==> config.mk <==
export PLATFORM = sky130hd
export DESIGN_NAME = ir_pulse_pair_decoder
export DESIGN_NICKNAME = d
export VERILOG_FILES = /design/src/rtl/irpp_pkg.sv /design/src/rtl/irpp_cfg_regs.sv /design/src/rtl/irpp_decode.sv /design/src/rtl/irpp_out_queue.sv /design/src/rtl/ir_pulse_pair_decoder.sv
export SDC_FILE = /design/constraint.sdc
export NUM_CORES = 1
export LEC_CHECK = 0
export BUFFER_PORTS_ARGS = -buffer_cell sky130_fd_sc_hd__buf_2
export CAP_MARGIN = 10
export CORE_ASPECT_RATIO = 0.7
export CORE_MARGIN = 3
export CORE_UTILIZATION = 60
export CTS_BUF_LIST = sky130_fd_sc_hd__clkbuf_4
export DETAILED_ROUTE_END_ITERATION = 10
export GPL_TIMING_DRIVEN = 0
export PLACE_DENSITY = 0.8
export SYNTH_ARGS = -nofsm -noshare
export SYNTH_HDL_FRONTEND = slang
export SYNTH_HIERARCHICAL = 1
export SYNTH_SLANG_ARGS = --single-unit
==> constraint.sdc <==
create_clock -name aclk -period 8.8 [get_ports aclk]
set_clock_uncertainty 0.05 [all_clocks]
set_input_delay 1.76 -clock aclk [delete_from_list [all_inputs] [get_ports aclk]]
set_output_delay 1.76 -clock aclk [all_outputs]
set_load 0.005 [all_outputs]
==> src/rtl/irpp_pkg.sv <==
// ----------------------------------------------------------------------------
// IR pulse pair decoder package
// Shared widths, codes, register layout and result types.
// ----------------------------------------------------------------------------
package irpp_pkg;

    // Tick counter width (8 to 16)
    localparam int TIMER_BITS = 8;

    // Result queue depth and its fill count width
    localparam int QUEUE_DEPTH = 4;
    localparam int CNT_W       = $clog2(QUEUE_DEPTH + 1);

    // Input word kinds
    localparam logic CMD_TICK = 1'b0;
    localparam logic CMD_EDGE = 1'b1;

    // Result kinds
    localparam logic [1:0] KIND_MARKER = 2'd0;
    localparam logic [1:0] KIND_PAIR   = 2'd1;
    localparam logic [1:0] KIND_ERROR  = 2'd2;

    // Classified pulse symbols
    localparam logic [1:0] SYM_NONE  = 2'd0;
    localparam logic [1:0] SYM_SHORT = 2'd1;
    localparam logic [1:0] SYM_LONG  = 2'd2;

    // Register indexes
    localparam logic [2:0] REG_SHORT_MIN = 3'd0;
    localparam logic [2:0] REG_SHORT_MAX = 3'd1;
    localparam logic [2:0] REG_LONG_MIN  = 3'd2;
    localparam logic [2:0] REG_LONG_MAX  = 3'd3;
    localparam logic [2:0] REG_GAP_MIN   = 3'd4;
    localparam logic [2:0] REG_GAP_MAX   = 3'd5;
    localparam logic [2:0] REG_FRAME_THR = 3'd6;

    // Register reset values
    localparam logic [7:0] RST_SHORT_MIN = 8'd24;
    localparam logic [7:0] RST_SHORT_MAX = 8'd40;
    localparam logic [7:0] RST_LONG_MIN  = 8'd50;
    localparam logic [7:0] RST_LONG_MAX  = 8'd80;
    localparam logic [7:0] RST_GAP_MIN   = 8'd50;
    localparam logic [7:0] RST_GAP_MAX   = 8'd80;
    localparam logic [7:0] RST_FRAME_THR = 8'd120;

    // Largest reportable error length
    localparam logic [7:0] LEN_SAT = 8'hFF;

    typedef struct packed {
        logic [7:0] short_min;
        logic [7:0] short_max;
        logic [7:0] long_min;
        logic [7:0] long_max;
        logic [7:0] gap_min;
        logic [7:0] gap_max;
        logic [7:0] frame_thr;
    } cfg_t;

    typedef struct packed {
        logic [1:0] kind;
        logic       first_value;
        logic       second_value;
        logic [7:0] bad_length;
        logic       last;
    } result_t;

    // Results produced by one input word, oldest in res0
    typedef struct packed {
        logic [1:0] count;
        result_t    res0;
        result_t    res1;
    } push_t;

    // Sort a pulse length into short, long or neither; short wins
    function automatic logic [1:0] classify(input logic [TIMER_BITS-1:0] len,
                                            input cfg_t cfg);
        logic [1:0] sym;
        sym = SYM_NONE;
        if (len >= TIMER_BITS'(cfg.short_min) && len <= TIMER_BITS'(cfg.short_max)) begin
            sym = SYM_SHORT;
        end else if (len >= TIMER_BITS'(cfg.long_min) &&
                     len <= TIMER_BITS'(cfg.long_max)) begin
            sym = SYM_LONG;
        end
        return sym;
    endfunction

endpackage

==> src/rtl/irpp_cfg_regs.sv <==
// ----------------------------------------------------------------------------
// IR pulse pair decoder configuration registers
// Holds the window limits and frame threshold written over the config port.
// ----------------------------------------------------------------------------
module irpp_cfg_regs import irpp_pkg::*; (
    input  logic       aclk,
    input  logic       aresetn,
    input  logic       wr_en,
    input  logic [2:0] wr_index,
    input  logic [7:0] wr_data,
    output cfg_t       cfg
);

    cfg_t cfg_reg;
    cfg_t cfg_next;

    // Decode the write index; unknown indexes are dropped
    always_comb begin
        cfg_next = cfg_reg;
        if (wr_en) begin
            unique case (wr_index)
                REG_SHORT_MIN: cfg_next.short_min = wr_data;
                REG_SHORT_MAX: cfg_next.short_max = wr_data;
                REG_LONG_MIN:  cfg_next.long_min  = wr_data;
                REG_LONG_MAX:  cfg_next.long_max  = wr_data;
                REG_GAP_MIN:   cfg_next.gap_min   = wr_data;
                REG_GAP_MAX:   cfg_next.gap_max   = wr_data;
                REG_FRAME_THR: cfg_next.frame_thr = wr_data;
                default:       cfg_next = cfg_reg;
            endcase
        end
    end

    always_ff @(posedge aclk) begin
        if (!aresetn) begin
            cfg_reg.short_min <= RST_SHORT_MIN;
            cfg_reg.short_max <= RST_SHORT_MAX;
            cfg_reg.long_min  <= RST_LONG_MIN;
            cfg_reg.long_max  <= RST_LONG_MAX;
            cfg_reg.gap_min   <= RST_GAP_MIN;
            cfg_reg.gap_max   <= RST_GAP_MAX;
            cfg_reg.frame_thr <= RST_FRAME_THR;
        end else begin
            cfg_reg <= cfg_next;
        end
    end

    assign cfg = cfg_reg;

endmodule

==> src/rtl/irpp_decode.sv <==
// ----------------------------------------------------------------------------
// IR pulse pair decoder core
// Tick counter, pulse and pair state; turns each accepted word into results.
// ----------------------------------------------------------------------------
module irpp_decode import irpp_pkg::*; (
    input  logic  aclk,
    input  logic  aresetn,
    input  logic  in_accept,
    input  logic  in_cmd,
    input  logic  in_level,
    input  cfg_t  cfg,
    output push_t push
);

    logic [TIMER_BITS-1:0] tick_reg, tick_next;
    logic [TIMER_BITS-1:0] gap_start_reg, gap_start_next;
    logic                  open_reg, open_next;
    logic [1:0]            first_reg, first_next;

    logic signed [TIMER_BITS:0] gap;
    logic signed [TIMER_BITS:0] gap_lo;
    logic signed [TIMER_BITS:0] gap_hi;
    logic [1:0]                 sym;
    logic                       marker;
    logic                       pair_out;
    logic [7:0]                 err_len;
    result_t                    marker_res;
    result_t                    pair_res;

    // Signed gap since the last rise, and the length classification
    assign gap    = $signed({1'b0, tick_reg}) - $signed({1'b0, gap_start_reg});
    assign gap_lo = $signed({1'b0, TIMER_BITS'(cfg.gap_min)});
    assign gap_hi = $signed({1'b0, TIMER_BITS'(cfg.gap_max)});
    assign sym    = classify(tick_reg, cfg);
    assign err_len = (tick_reg > TIMER_BITS'(LEN_SAT)) ? LEN_SAT : tick_reg[7:0];

    // Candidate results for a closing pulse
    always_comb begin
        marker_res              = '0;
        marker_res.kind         = KIND_MARKER;
        pair_res                = '0;
        if (sym != SYM_NONE) begin
            pair_res.kind         = KIND_PAIR;
            pair_res.first_value  = (first_reg == SYM_LONG);
            pair_res.second_value = (sym == SYM_LONG);
        end else begin
            pair_res.kind       = KIND_ERROR;
            pair_res.bad_length = err_len;
        end
    end

    // Advance state and collect results for the accepted word
    always_comb begin
        tick_next      = tick_reg;
        gap_start_next = gap_start_reg;
        open_next      = open_reg;
        first_next     = first_reg;
        marker         = 1'b0;
        pair_out       = 1'b0;
        if (in_accept) begin
            if (in_cmd == CMD_TICK) begin
                tick_next = tick_reg + TIMER_BITS'(1);
            end else if (!in_level) begin
                // falling edge opens a pulse; a bad gap drops the held bit
                if (!open_reg) begin
                    tick_next = '0;
                    open_next = 1'b1;
                    if (first_reg != SYM_NONE && !(gap >= gap_lo && gap <= gap_hi)) begin
                        first_next = SYM_NONE;
                    end
                end
            end else if (open_reg) begin
                // rising edge closes the pulse
                open_next      = 1'b0;
                gap_start_next = tick_reg;
                marker         = (tick_reg > TIMER_BITS'(cfg.frame_thr));
                if (first_reg == SYM_NONE) begin
                    first_next = sym;
                end else begin
                    pair_out   = 1'b1;
                    first_next = SYM_NONE;
                end
            end
        end
    end

    // Order results: marker first, last flag on the final one
    always_comb begin
        push.count = {1'b0, marker} + {1'b0, pair_out};
        push.res0  = marker ? marker_res : pair_res;
        push.res1  = pair_res;
        push.res0.last = !(marker && pair_out);
        push.res1.last = 1'b1;
    end

    always_ff @(posedge aclk) begin
        if (!aresetn) begin
            tick_reg      <= '0;
            gap_start_reg <= '0;
            open_reg      <= 1'b0;
            first_reg     <= SYM_NONE;
        end else begin
            tick_reg      <= tick_next;
            gap_start_reg <= gap_start_next;
            open_reg      <= open_next;
            first_reg     <= first_next;
        end
    end

endmodule

==> src/rtl/irpp_out_queue.sv <==
// ----------------------------------------------------------------------------
// IR pulse pair decoder result queue
// Shifting result buffer: takes up to two results a cycle, hands out one.
// ----------------------------------------------------------------------------
module irpp_out_queue import irpp_pkg::*; (
    input  logic    aclk,
    input  logic    aresetn,
    input  push_t   push,
    input  logic    out_ready,
    output logic    out_valid,
    output result_t out_head,
    output logic    has_room
);

    result_t            slot_reg  [QUEUE_DEPTH];
    result_t            slot_next [QUEUE_DEPTH];
    result_t            shifted   [QUEUE_DEPTH];
    logic [CNT_W-1:0]   count_reg, count_next;
    logic [CNT_W-1:0]   base;
    logic               pop;

    assign out_valid = (count_reg != '0);
    assign out_head  = slot_reg[0];
    assign has_room  = (count_reg <= CNT_W'(QUEUE_DEPTH - 2));
    assign pop       = out_valid && out_ready;
    assign base      = count_reg - CNT_W'(pop);

    // Contents after a pop
    always_comb begin
        for (int i = 0; i < QUEUE_DEPTH - 1; i++) begin
            shifted[i] = slot_reg[i + 1];
        end
        shifted[QUEUE_DEPTH-1] = slot_reg[QUEUE_DEPTH-1];
    end

    // Shift out the head and append new results behind the survivors
    always_comb begin
        for (int i = 0; i < QUEUE_DEPTH; i++) begin
            if (CNT_W'(i) < base) begin
                slot_next[i] = pop ? shifted[i] : slot_reg[i];
            end else if (CNT_W'(i) == base && push.count != 2'd0) begin
                slot_next[i] = push.res0;
            end else if (CNT_W'(i) == base + CNT_W'(1) && push.count == 2'd2) begin
                slot_next[i] = push.res1;
            end else begin
                slot_next[i] = slot_reg[i];
            end
        end
        count_next = base + CNT_W'(push.count);
    end

    always_ff @(posedge aclk) begin
        for (int i = 0; i < QUEUE_DEPTH; i++) begin
            slot_reg[i] <= slot_next[i];
        end
    end

    always_ff @(posedge aclk) begin
        if (!aresetn) begin
            count_reg <= '0;
        end else begin
            count_reg <= count_next;
        end
    end

endmodule

==> src/rtl/ir_pulse_pair_decoder.sv <==
// Results are registered in the queue when their edge word is accepted; m_ offers the queue head.
// Throughput: one input word per cycle while s_tready is high; the decode state updates in the accept cycle.
// s_tready drops while the four-entry result queue holds more than two words.
// Reset (aresetn low, synchronous): counter, pulse and pair state cleared, queue emptied,
// registers back to their defaults. No clearing pass.
// ----------------------------------------------------------------------------
// IR pulse pair decoder
// Decodes an active-low IR pulse train of ticks and edges into bit pairs.
// ----------------------------------------------------------------------------
module ir_pulse_pair_decoder import irpp_pkg::*; (
    input  logic        aclk,
    input  logic        aresetn,
    // input words
    input  logic        s_tvalid,
    output logic        s_tready,
    input  logic [7:0]  s_tdata,   // [0] line_level, [7:1] zero
    input  logic        s_tuser,   // [0] cmd
    // result words
    output logic        m_tvalid,
    input  logic        m_tready,
    output logic [15:0] m_tdata,   // [0] first_value, [1] second_value,
                                   // [9:2] bad_length, [15:10] zero
    output logic [1:0]  m_tuser,   // [1:0] kind
    output logic        m_tlast,
    // configuration writes
    input  logic        cfg_valid,
    output logic        cfg_ready,
    input  logic [2:0]  cfg_index,
    input  logic [7:0]  cfg_data
);

    cfg_t    cfg;
    push_t   dec_push;
    result_t head;
    logic    in_accept;

    assign cfg_ready = 1'b1;
    assign in_accept = s_tvalid && s_tready;

    irpp_cfg_regs u_cfg (
        .aclk     (aclk),
        .aresetn  (aresetn),
        .wr_en    (cfg_valid && cfg_ready),
        .wr_index (cfg_index),
        .wr_data  (cfg_data),
        .cfg      (cfg)
    );

    irpp_decode u_decode (
        .aclk      (aclk),
        .aresetn   (aresetn),
        .in_accept (in_accept),
        .in_cmd    (s_tuser),
        .in_level  (s_tdata[0]),
        .cfg       (cfg),
        .push      (dec_push)
    );

    irpp_out_queue u_queue (
        .aclk      (aclk),
        .aresetn   (aresetn),
        .push      (dec_push),
        .out_ready (m_tready),
        .out_valid (m_tvalid),
        .out_head  (head),
        .has_room  (s_tready)
    );

    // Pack the head result onto the stream
    assign m_tdata = {6'b0, head.bad_length, head.second_value, head.first_value};
    assign m_tuser = head.kind;
    assign m_tlast = head.last;

`ifndef SYNTHESIS
    // input is refused only while results are waiting
    assert property (@(posedge aclk) disable iff (!aresetn) !s_tready |-> m_tvalid)
        else $error("input stalled with an empty result queue");

    // results come only from an accepted edge word
    assert property (@(posedge aclk) disable iff (!aresetn)
        (dec_push.count != 2'd0) |-> (in_accept && s_tuser == CMD_EDGE))
        else $error("result pushed without an accepted edge");

    // two results: marker first, last flag only on the second
    assert property (@(posedge aclk) disable iff (!aresetn)
        (dec_push.count == 2'd2) |->
            (dec_push.res0.kind == KIND_MARKER && !dec_push.res0.last && dec_push.res1.last))
        else $error("bad ordering of a two-result word");

    // after a push, the output offers a result the next cycle
    assert property (@(posedge aclk) disable iff (!aresetn)
        (dec_push.count != 2'd0) |=> m_tvalid)
        else $error("pushed result not offered");
`endif

endmodule
## Word-level counts from Yosys, hierarchy flattened

Memory sizes are Yosys's and may differ from the RTL's.
Index checks and enable logic that the tools add are counted.
Widths: inputs -> output; s select.

| cells by class | value |
|---|---|
| multiplexer cells | 40 |
| order comparisons | 13 |
| eq/ne operators | 19 |
| reductions and logical operators | 37 |
| add/sub/neg operators | 6 |

Operator list:

| kind | number |
|---|---|
| $mux 13 | 16 |
| $mux 8 | 5 |
| $mux 2 | 9 |
| $ge 8x8->1 | 2 |
| $le 8x8->1 | 2 |
| $reduce_and 2->1 | 8 |
| $logic_and 1x1->1 | 15 |
| $eq 2x3->1 const A | 4 |
| $mux 1 | 10 |
| $eq 3x3->1 const B | 3 |
| $ge 9x9->1 | 1 |
| $le 9x9->1 | 1 |
| $logic_not 3->1 | 3 |
| $sub 8x8->9 | 1 |
| $add 8x1->8 const B | 1 |
| $gt 8x8->1 | 1 |
| $gt 8x8->1 const B | 1 |
| $reduce_bool 2->1 | 4 |
| $eq 1x3->1 const A | 2 |
| $eq 2x2->1 const B | 3 |
| $eq 3x2->1 const B | 2 |
| $lt 1x3->1 const A | 2 |
| $lt 2x3->1 const A | 2 |
| $ne 2x2->1 const B | 3 |
| 13 further kinds | 14 |

| storage, ports and cells | value |
|---|---|
| RAM bits | 52 |
| input bits | 25 |
| memories | 1 |
| bits in registers | 78 |
| output and inout bits | 22 |

Memories:

| name | depth | bits a word | read ports | clocked after memory_dff | write ports | line | text |
|---|---|---|---|---|---|---|---|
| u_queue.slot_reg | 4 | 13 | 4 | 0 | 4 | irpp_out_queue.sv:15 | `result_t slot_reg [QUEUE_DEPTH];` |

## Logic depth before layout (Yosys ltp)

| logic depth | value |
|---|---|
| depth after elaboration | 12 |
| gate-level depth with buffers | 15 |

## Modules after synthesis

Netlist, hierarchy kept.

By module, submodules not included:

| module | cells each | instances | area each (sq um) | sequential area each (sq um) |
|---|---|---|---|---|
| irpp_out_queue | 244 | 1 | 3004.1 | 1621.6 |
| irpp_decode | 350 | 1 | 2691.3 | 380.4 |
| irpp_cfg_regs | 204 | 1 | 2145.8 | 1121.1 |
| ir_pulse_pair_decoder | 10 | 1 | 66.3 | 0.0 |

## Worst setup path before layout

Ideal clock, no wire load.

| timing | value |
|---|---|
| path type | input-to-reg |
| start point | in s_tvalid |
| end point | mem u_queue/slot_reg[3][0] (netlist name) (enable) |
| cell stages on the path | 9 |
| required time | 8350 ps |
| buffers on the path | 0 |
| library setup time | 400 ps |
| data arrival time | 4286 ps |
| slack | 4065 ps |
| cells stage by stage | and2_1 nand4_2 a31oi_1 o21ai_0 a21oi_2 ha_1 nand2b_1 a21boi_0 nor3_1 |

RTL lines:

| what | line | text |
|---|---|---|
| start: declaration | ir_pulse_pair_decoder.sv:14 | `input logic s_tvalid,` |
| end: declaration | irpp_out_queue.sv:15 |  |

==> out/metrics.csv <==
stage;metric;value;unit
run_status;status;complete, no violations;
sta;Hold WS;0.420;ns
cts;CTS Root Cell;clkbuf_4;
worst_setup_path;CP Buf/Inv Count;2;
synthesis;Async S/R FF share, synth;0;
worst_setup_path;Worst Path Max Fanout;13;
die;Initial Util;0.626;
sta;Slew HR;0.305;
synthesis;most frequent cells after synthesis;85 x mux2i_1, 78 x dfxtp_1, 72 x nand2_1;
detailed_routing;DRT iter0 DRCs;775;
synthesis;most common cell in the netlist;mux2i_1;
global_route;number of global-route vias before repair;6226;
sta;Fin Setup TNS;0;ns
cts;clock latency on the worst-skew pair;0.53;ns
synthesis;Primary FF master, synth;dfxtp_1;
worst_setup_path;Setup crit end kind;register;
synthesis;Post-Syn Area;0.00791;sq mm
sta;final hold viol count;0;
synthesis;number of flops mapped to enable cells by yosys;52;
final_layout;share of cells above drive strength 1;0.138;
die;Die Wd;143;um
synthesis;Yosys cell types;63;
synthesis;top cell type's share of synthesized area;0.197;
die;IO Pins;47;
placement;Cells after DPL;1008;
final_layout;synth-to-layout area growth;8.66;%
detailed_routing;met3 routed wirelength;1920;um
power_and_ir_drop;switching portion of total power;0.406;
cts;Max Buffers Root-to-Sink;2;
final_layout;post-route cell area;0.00859;sq mm
sta;# setup viols final;0;
min_path;Hold WC Path Type;reg2reg;
worst_setup_path;Top Family by Delay on Critical Path;compound AO/OA/AOI/OAI gates;
detailed_routing;routed wl met2;8490;um
worst_setup_path;CP Launch Type;primary input;
worst_setup_path;most used cell, CP;o21ai_0;
worst_setup_path;critical path type;in2reg;
global_route;pin count of the biggest net entering global routing;17;
placement;RePlAce Congestion;0.975;
synthesis;most area-consuming cells after synthesis;dfxtp_1 20%, edfxtp_1 20%, ha_1 11%;
sta;min cycle time layout;4.82;ns
power_and_ir_drop;Int Pwr;1.30;mW
synthesis;syn_area_per_cell;9.79;sq um
cts;depth of the CTS H-tree;4;
detailed_routing;TritonRoute pass-1 iters;5;
worst_setup_path;Worst path max stage delay;0.63;ns
sta;RSZ-0062 raised after global routing;false;
power_and_ir_drop;combinational share of power;0.446;
detailed_routing;Antenna Nets Post-Route;0;
placement;HPWL Detailed;14800;um
power_and_ir_drop;share of power burned in registers;0.375;
cts;cts hold-fix bufs;0;
die;total die area;0.0146;sq mm
die;Cell Rows;34;
cts;cts bufs inserted;17;
flow_run;Max Cap Viol;0;
sta;Final Max Slew Viols;0;
final_layout;final cell count without fillers;1042;
cts;TritonCTS clock tree;built;
worst_setup_path;worst path required time;8.94;ns
cts;post-CTS sizing;0;
die;Die Y;102;um
cts;Num Clock Sinks;130;
detailed_routing;drt via density;6.23;
final_layout;antenna cell count;0;
global_route;initial antenna violation count;0;
detailed_routing;DR DRC count;0;
placement;IO buf count;32;
power_and_ir_drop;Leak Pwr;3.87;nW
sta;final period utilization;0.547;
power_and_ir_drop;sw power;0.892;mW
synthesis;Synth Warn #;6;
final_layout;filler cell count;954;
final_layout;nets@finish;963;
sta;Worst Max-Slew Pin Slew;1.03;ns
cts;Clock transition at path regs;0.11;ns
power_and_ir_drop;total power;2.19;mW
detailed_routing;via count;6491;
global_route;first-pass GRT wire length;31200;um
worst_setup_path;Worst path slowest cell;a221o_1;
power_and_ir_drop;Max IR drop VDD;0.185;mV
detailed_routing;Post-Route M1 WL;9140;um
power_and_ir_drop;Clock power frac;0.178;
detailed_routing;top routing layer used;met4;
detailed_routing;WL final;20100;um
global_route;gr ovfl total;0;
sta;highest clock rate;0.208;GHz
synthesis;area leader, netlist;dfxtp_1;
synthesis;Syn Inst Count;808;
cts;# Post-CTS Setup Buffers;0;
synthesis;sequential share of the synthesized area;0.395;
die;total core area;0.0126;sq mm
placement;DP Area;0.00831;sq mm
detailed_routing;routed length per instance;19.2;um
worst_setup_path;crit path DAT;4.96;ns
final_layout;max FFs per register;56;
power_and_ir_drop;pwr dens;255;mW/mm^2
synthesis;FF+latch count, synth;130;
worst_setup_path;CP cell instances;buf_2 -> and2_1 -> nand4_2 -> a31oi_1 -> o21ai_0 -> a21oi_2 -> ha_1 -> o21ai_0 -> clkbuf_1 -> o22ai_1 -> a221o_1;
global_route;total track usage;0.276;
==> cells in the final DEF (no fill, tap or decap), types with 13 or more instances in the layout <==
master,instances
dfxtp_1,78
ha_1,69
nand2_1,72
nor2_1,24
and2_1,18
inv_1,69
clkbuf_1,20
a21oi_1,57
mux2i_1,85
buf_2,47
a21boi_0,13
nor2b_1,33
clkbuf_4,17
a31oi_1,15
mux2_2,13
edfxtp_1,52
==> layer usage <==
| layer | up-vias | GRT usage |
|---|---|---|
| met2 | 330 | 0.414 |
| met4 | 0 | 0.116 |
| li1 | 3018 | - |
| met5 | - | 0 |
| met3 | 50 | 0.0543 |
| met1 | 3093 | 0.392 |
==> cell families after synthesis <==
logic type	count (synthesis)	share of synthesized area
xor gates and xnor gates	14	0.0165
muxes	98	0.126
DFF	130	0.395
and+or+nand+nor	204	0.140
buffers and inverters	116	0.0628
AOI/OAI and AO/OA	172	0.144
adders and majority gates	71	0.114
other	3	0.00142
==> worst min-delay path, cell delays in order, from the launching register on <==
cell and delay, ns:
dfxtp_1 0.32, nand2_1 0.05, mux2i_1 0.05
==> cell type report <==
class                   count  area (sq um)  area share
well taps                 162           203      0.0236
clock buffers              17           128      0.0149
flip-flops and latches    130          3120       0.363
repair buffers             35           186      0.0217
multi-input cells         567          4310       0.502
inverters                  70           263      0.0306
plain buffers              46           234      0.0272
clock inverters            15           144      0.0167
==> power by group through the flow <==
stage                     registers (mW)  clock network, mW  logic (mW)
after global placement             0.836                  0       0.887
after global routing               0.830              0.425        1.05
after detailed placement           0.839                  0       0.931
after CTS                          0.825              0.399       0.936
final                              0.824              0.391       0.979
after floorplan                    0.836                  0       0.668
==> path summary, 6_finish.rpt <==
kind / start / to / slack, ns / depth (start not counted)
worst max-delay path: s_tvalid / u_queue/slot_reg[2][4] / 3.98 / 11
worst min-delay path: u_cfg/cfg[47] / u_cfg/cfg[47] / 0.42 / 2
worst max register to register: u_decode/tick_reg[2] / u_queue/slot_reg[2][4] / 4.46 / 10
worst min register to register: u_cfg/cfg[47] / u_cfg/cfg[47] / 0.42 / 2
==> metrics by stage <==
step           setup WS (ns)  utilization
2_1_floorplan           4.06            -
3_3_place_gp            3.29        0.656
3_5_place_dp            3.46        0.657
4_1_cts                 4.04        0.679
5_1_grt                 3.80        0.680
6_report                3.98        0.680
(Power assumes the default switching activity.)
